**config.mk**
```make
export PLATFORM = sky130hd
export DESIGN_NAME = nmls_brdf
export DESIGN_NICKNAME = d
export VERILOG_FILES = /design/src/hw/rtl/normal_mapped_lambert_sample_unit_defines.svh /design/src/hw/rtl/nmls_pkg.sv /design/src/hw/rtl/nmls_brdf.sv
export SDC_FILE = /design/constraint.sdc
export NUM_CORES = 2
export LEC_CHECK = 0
export BUFFER_PORTS_ARGS = -buffer_cell sky130_fd_sc_hd__buf_2
export CORE_MARGIN = 2
export CORE_UTILIZATION = 50
export CTS_CLUSTER_DIAMETER = 60
export DETAILED_ROUTE_END_ITERATION = 12
export PLACE_DENSITY_LB_ADDON = 0.25
export SETUP_SLACK_MARGIN = 0.5
export SLEW_MARGIN = 20
export SYNTH_ARGS = -nofsm -noshare
export SYNTH_HDL_FRONTEND = slang
export SYNTH_SLANG_ARGS = --single-unit
```
**constraint.sdc**
```tcl
create_clock -name clk -period 8.7 [get_ports clk]
set_input_delay 0.87 -clock clk [delete_from_list [all_inputs] [get_ports clk]]
set_output_delay 0.87 -clock clk [all_outputs]
set_load 0.01 [all_outputs]
```
**src/hw/rtl/normal_mapped_lambert_sample_unit_defines.svh**
```systemverilog
// Assertion macros shared by the shading sample unit.
`ifndef NORMAL_MAPPED_LAMBERT_SAMPLE_UNIT_DEFINES_SVH
`define NORMAL_MAPPED_LAMBERT_SAMPLE_UNIT_DEFINES_SVH

// Condition in the same cycle implies the consequence.
`define NMLS_ASSERT_SAME(label, cond, cons) \
    label: assert property (@(posedge clk) disable iff (!rst_n) (cond) |-> (cons)) \
        else $error("assertion failed: same-cycle implication");

// Condition implies the consequence in the next cycle.
`define NMLS_ASSERT_NEXT(label, cond, cons) \
    label: assert property (@(posedge clk) disable iff (!rst_n) (cond) |=> (cons)) \
        else $error("assertion failed: next-cycle implication");

`endif

```
**src/hw/rtl/nmls_pkg.sv**
```systemverilog
// Package with widths, latencies, constants and types of the shading sample unit.
`default_nettype none

package nmls_pkg;

    localparam int VEC_FRAC_BITS = 14;
    localparam int VW = ((VEC_FRAC_BITS + 2 > 17) ? VEC_FRAC_BITS + 2 : 17) + 2;
    localparam int NV = VEC_FRAC_BITS + 2;
    localparam int SW = 2 * VW;
    localparam int ISQ_LAT = VW;
    localparam int DIV_LAT = VEC_FRAC_BITS + 1;
    localparam int NORM_LAT = 2 + ISQ_LAT + DIV_LAT + 1;
    localparam int BASIS_LAT = 4;
    localparam int BRDF_LAT = 3;
    localparam int TOTAL_LAT = 6 + 3 * NORM_LAT;
    localparam int SB_SAMPLE_TAP = 2 * NORM_LAT;
    localparam int SB_ALBEDO_TAP = 4 + 3 * NORM_LAT - BRDF_LAT;
    localparam int SB_LEN = SB_ALBEDO_TAP + 1;
    localparam int FLAG_LEN = BASIS_LAT + NORM_LAT;
    localparam int CFG_DATA_W = 17;
    localparam logic [22:0] INV_PI_Q24 = 23'd5340354;

    typedef logic [0:0] cfg_idx_t;
    localparam cfg_idx_t CFG_DIFFUSE_GAIN = 1'b0;
    localparam cfg_idx_t CFG_NORMAL_MAP_ENABLE = 1'b1;

    typedef logic signed [VW-1:0] vraw_t;
    typedef logic signed [NV-1:0] vnorm_t;

    typedef struct packed {
        logic signed [15:0] normal_x;
        logic signed [15:0] normal_y;
        logic signed [15:0] normal_z;
        logic [15:0]        bump_red;
        logic [15:0]        bump_green;
        logic [15:0]        bump_blue;
        logic [15:0]        albedo_red;
        logic [15:0]        albedo_green;
        logic [15:0]        albedo_blue;
        logic signed [15:0] sample_x;
        logic signed [15:0] sample_y;
        logic [14:0]        sample_z;
    } nmls_in_t;

    typedef struct packed {
        logic signed [15:0] dir_x;
        logic signed [15:0] dir_y;
        logic signed [15:0] dir_z;
        logic [15:0]        brdf_red;
        logic [15:0]        brdf_green;
        logic [15:0]        brdf_blue;
        logic               degenerate;
    } nmls_out_t;

endpackage

`default_nettype wire

```
**src/hw/rtl/nmls_brdf.sv**
```systemverilog
// Three-stage pipeline computing albedo times gain over pi for each channel.
`default_nettype none

module nmls_brdf
    import nmls_pkg::*;
(
    input  logic                  clk,
    input  logic [15:0]           albedo [0:2],
    input  logic [CFG_DATA_W-1:0] gain,
    output logic [15:0]           brdf [0:2]
);

    logic [32:0] p_reg  [0:2];
    logic [39:0] lo_reg [0:2];
    logic [38:0] hi_reg [0:2];
    logic [15:0] r_reg  [0:2];
    logic [56:0] acc    [0:2];

    always_ff @(posedge clk)
    begin
        for (int c = 0; c < 3; c++)
        begin
            p_reg[c]  <= 33'(albedo[c]) * 33'(gain);
            lo_reg[c] <= 40'(p_reg[c][16:0]) * 40'(INV_PI_Q24);
            hi_reg[c] <= 39'(p_reg[c][32:17]) * 39'(INV_PI_Q24);
        end
    end

    always_comb
    begin
        for (int c = 0; c < 3; c++)
            acc[c] = {1'b0, hi_reg[c], 17'b0} + 57'(lo_reg[c]) + (57'd1 << 39);
    end

    always_ff @(posedge clk)
    begin
        for (int c = 0; c < 3; c++)
            r_reg[c] <= (acc[c][56:40] > 17'd65535) ? 16'hFFFF : acc[c][55:40];
    end

    assign brdf = r_reg;

endmodule

`default_nettype wire

```
== Word level (Yosys, flattened, before mapping) ==
Memory sizes are Yosys's and may differ from the RTL's.
Index checks and enable logic that the tools add are counted.
Word-level totals
  register bits: 48
  logic and storage cells: 24
  output and inout port bits: 48
  bits of input ports: 66
  memories kept: 3
  RAM bits: 330
Cells by class
  $mul: 9
  $add $sub $neg: 6
  magnitude comparators: 3
Memory list
  lo_reg: words 3, width 39, read ports 3, clocked after memory_dff 0, write ports 3, line nmls_brdf.sv:14  | logic [39:0] lo_reg [0:2];
  hi_reg: words 3, width 38, read ports 3, clocked after memory_dff 0, write ports 3, line nmls_brdf.sv:15  | logic [38:0] hi_reg [0:2];
  p_reg: words 3, width 33, read ports 3, clocked after memory_dff 0, write ports 3, line nmls_brdf.sv:13  | logic [32:0] p_reg [0:2];
Operators by type and width (count)
  $add 56x40->57: 3
  $add 57x40->57 const B: 3
  $mul 17x22->39 const B: 3
  $mul 16x22->38 const B: 3
  $mul 16x17->33: 3
  $gt 17x16->1 const B: 3

== Logic depth before layout (Yosys ltp) ==
An unclocked memory read counts as a cell.
  word-level depth: 4
  gate-level depth with buffers: 25
  depth with buffers taken out: 24

== Worst setup path after synthesis ==
No wires, ideal clock.
  path kind: input to register
  start: input gain[16]
  end: memory p_reg[1][32], in the netlist p_reg[0][65]
  setup time: 0.120 ns
  required time: 8.580 ns
  arrival: 6.595 ns
  slack: 1.984 ns
  stages: 23
  path buffers: 2
  cells stage by stage: clkbuf_1 -> clkbuf_1 -> nand2_1 -> fa_1 -> fa_1 -> inv_1 -> fa_1 -> fa_1 -> fa_1 -> inv_1 -> fa_1 -> inv_1 -> ha_1 -> and4_1 -> and2_1 -> and3_1 -> a311oi_1 -> a31o_1 -> a21oi_1 -> a41o_1 -> a21o_1 -> a21oi_1 -> xnor2_1
RTL lines
  from (decl): line nmls_brdf.sv:9  | input logic [CFG_DATA_W-1:0] gain,
  to (decl): line nmls_brdf.sv:13

==> key figures <==
Layout
  • Final nets: 9,613
  • Share of layout cells above drive strength 1: 0.0386
  • Fill cells: 12,200
  • Most frequent cells in the layout: inv_1 (1,703), ha_1 (1,306), fa_1 (1,236)
  • Multi-input gate area: 54,200 um2
  • FF/Latch Area: 6550 um2
  • Number of cells in the finished layout apart from fillers: 8,833
  • Max reg flops: 114
  • Synth-to-Final Area Change: 6.04%
  • Commonest non-fill, non-tap cell in the layout: inv_1
  • Final instance area: 71,800 um2

STA
  • Max Freq: 147 MHz
  • Number of hold violations in the final report: 0
  • Final setup fails: 0
  • Setup ws final: 1.90 ns
  • Relative slew margins: 0.262
  • Final worst-path cycle share: 0.782
  • Final min period: 6.80 ns
  • Setup TNS: 0 ns
  • Layout Skew: 0.0479 ns
  • Worst slew pin tran: 1.11 ns
  • Final Max Tran Viols: 0
  • RSZ-0062 raised after global routing: false

Placement
  • Dpl ws: 1.29 ns
  • HPWL Detailed: 124,000 um
  • Gpl congestion: 0.880
  • Port Buf Inserts: 113
  • Inst Count DP: 8,736
  • Placed Area: 70,100 um2

Critical path
  • CP max stage cell: buf_2
  • Largest stage delay, worst path: 0.74 ns
  • Arr. time, crit path: 7.30 ns
  • Crit path launch type: input port
  • CP cell instances: buf_2 -> nand2_1 -> fa_1 -> inv_1 -> fa_1 -> fa_1 -> fa_1 -> fa_1 -> inv_1 -> fa_1 -> inv_1 -> ha_1 -> and4_1 -> and2_1 -> and3_1 -> a311oi_1 -> a31o_1 -> a21oi_1 -> a41o_1 -> a21o_1 -> a21oi_1 -> xnor2_1
  • Critical path class: in2reg
  • Nature of the critical path endpoint: flop
  • Worst-path maximum fanout: 48
  • Most frequent cell on the critical path: fa_1
  • Crit path required time: 9.20 ns

Clocking
  • H-tree depth: 2
  • Clk buf depth: 3
  • CTS Hold Buffers Added: 0
  • Clk root buf: clkbuf_16
  • Postcts setup bufs: 0
  • Cts bufs inserted: 48
  • Clock transition at the registers of the reported paths: 0.06 ns
  • TritonCTS clock tree: yes
  • Worst-Skew Late Latency: 0.66 ns
  • Num Clock Sinks: 327
  • Post_cts resized: 0

Logic synthesis
  • Fraction of registers with async set or reset after synthesis: 0
  • Synth unique cells: 87
  • Top FF cell, synth: dfxtp_1
  • Avg Cell Area, Syn: 9.72 um2
  • Flops & latches, synth: 327
  • Post-synth EDFFs: 0
  • Syn Nets: 9,576
  • Synth Instances: 6,968
  • YS warnings: 0
  • Cell area after synthesis: 67,700 um2
  • Sequential area share after synthesis: 0.0967

Routing
  • Total wire length: 147,000 um
  • Avg Vias per Cell: 5.14
  • Routed len/inst: 16.7 um
  • Via Count: 45,400
  • Antenna viol nets, final: 0
  • Pre-antenna DRT Iters: 5
  • Starting DRT DRC Count: 2,098
  • DRC Markers: 0

GRT
  • Total GRT Usage: 0.224
  • Grt ovf: 0
  • Vias in the first global route: 49,600
  • First-pass GRT wire length: 249,000 um
  • Initial antenna violation count: 26
  • Largest net degree at the start of global routing: 49

Floorplan
  • Chip width: 372 um
  • Die height: 372 um
  • Core area: 135,000 um2
  • I/O pin count: 114
  • Num rows: 135
  • Die area: 138,000 um2
  • Starting Density: 0.502

Min path
  • Hold Path Class: reg2reg

Run status
  • Status: finished clean

Flow run
  • Max Cap Viol: 0
-- cell usage after synthesis (all sizes together) (33+ instances only) --
library cell / instances / share of area
and2: 389 / 0.036
ha: 1306 / 0.24
nor3: 48 / 0.0036
xnor2: 164 / 0.021
inv: 1703 / 0.094
dfxtp: 327 / 0.097
o21a: 39 / 0.0043
nor2: 160 / 0.0089
fa: 1236 / 0.37
nand3: 43 / 0.0033
nand2: 556 / 0.031
a21o: 130 / 0.014
and3: 33 / 0.0031
a21oi: 206 / 0.015
o21ai: 105 / 0.0080
xor2: 71 / 0.0092
clkbuf: 142 / 0.0079
-- routing by layer --
layer  wire length (um)  up-vias  GRT usage
met5                137        -          0
met4               3240       20     0.0504
met3               7210      230     0.0365
met2              71100      884      0.382
met1              65700    22600      0.298
li1                   -    21700          -
-- worst paths after layout --
kind,startpoint,to,slack [ns],cells past startpoint
worst max register to register,p_reg[0][39]$_DFF_P_,lo_reg[0][77]$_DFF_P_,2.17,21
worst min register to register,hi_reg[0][37]$_DFF_P_,brdf[47]$_SDFF_PN1_,0.45,1
worst max-delay path,gain[6],p_reg[0][65]$_DFF_P_,1.90,22
worst min-delay path,hi_reg[0][37]$_DFF_P_,brdf[47]$_SDFF_PN1_,0.45,1
-- stage by stage --
stage          hold WS (ns)   util
5_1_grt               0.471  0.532
6_report              0.453  0.532
3_5_place_dp          0.438  0.520
4_1_cts               0.455  0.532
3_3_place_gp          0.434  0.520
2_1_floorplan         0.415      -
-- area by class of cell --
cell class	instances	share of cell area
inverter	1703	0.0890
sequential	327	0.0912
clock inverter	28	0.00462
clock buffer	62	0.0189
tap	1781	0.0310
multi-input combinational	4791	0.755
timing repair buffer	134	0.0101
antenna	7	0.000244
-- logic make-up after synthesis --
family | synth area share
adder cells (fa/ha/maj) | 0.607
buffers and inverters | 0.103
AND/OR/NAND/NOR | 0.0981
AO/OA/AOI/OAI | 0.0638
flip-flops | 0.0967
XOR/XNOR | 0.0304
multiplexers | 0.00170
-- worst max-delay path, delay by kind of cell --
| kind | cells | cell delay, ns |
|---|---|---|
| AND/OR/NAND/NOR | 4 | 0.79 |
| buffers and inverters | 4 | 0.89 |
| AO/OA/AOI/OAI | 6 | 1.26 |
| adder cells (fa/ha/maj) | 7 | 3.36 |
| XOR/XNOR | 1 | 0.09 |
Power is not shown: default switching activity piles up to over one toggle a cycle in this logic, so the estimate is an artifact.
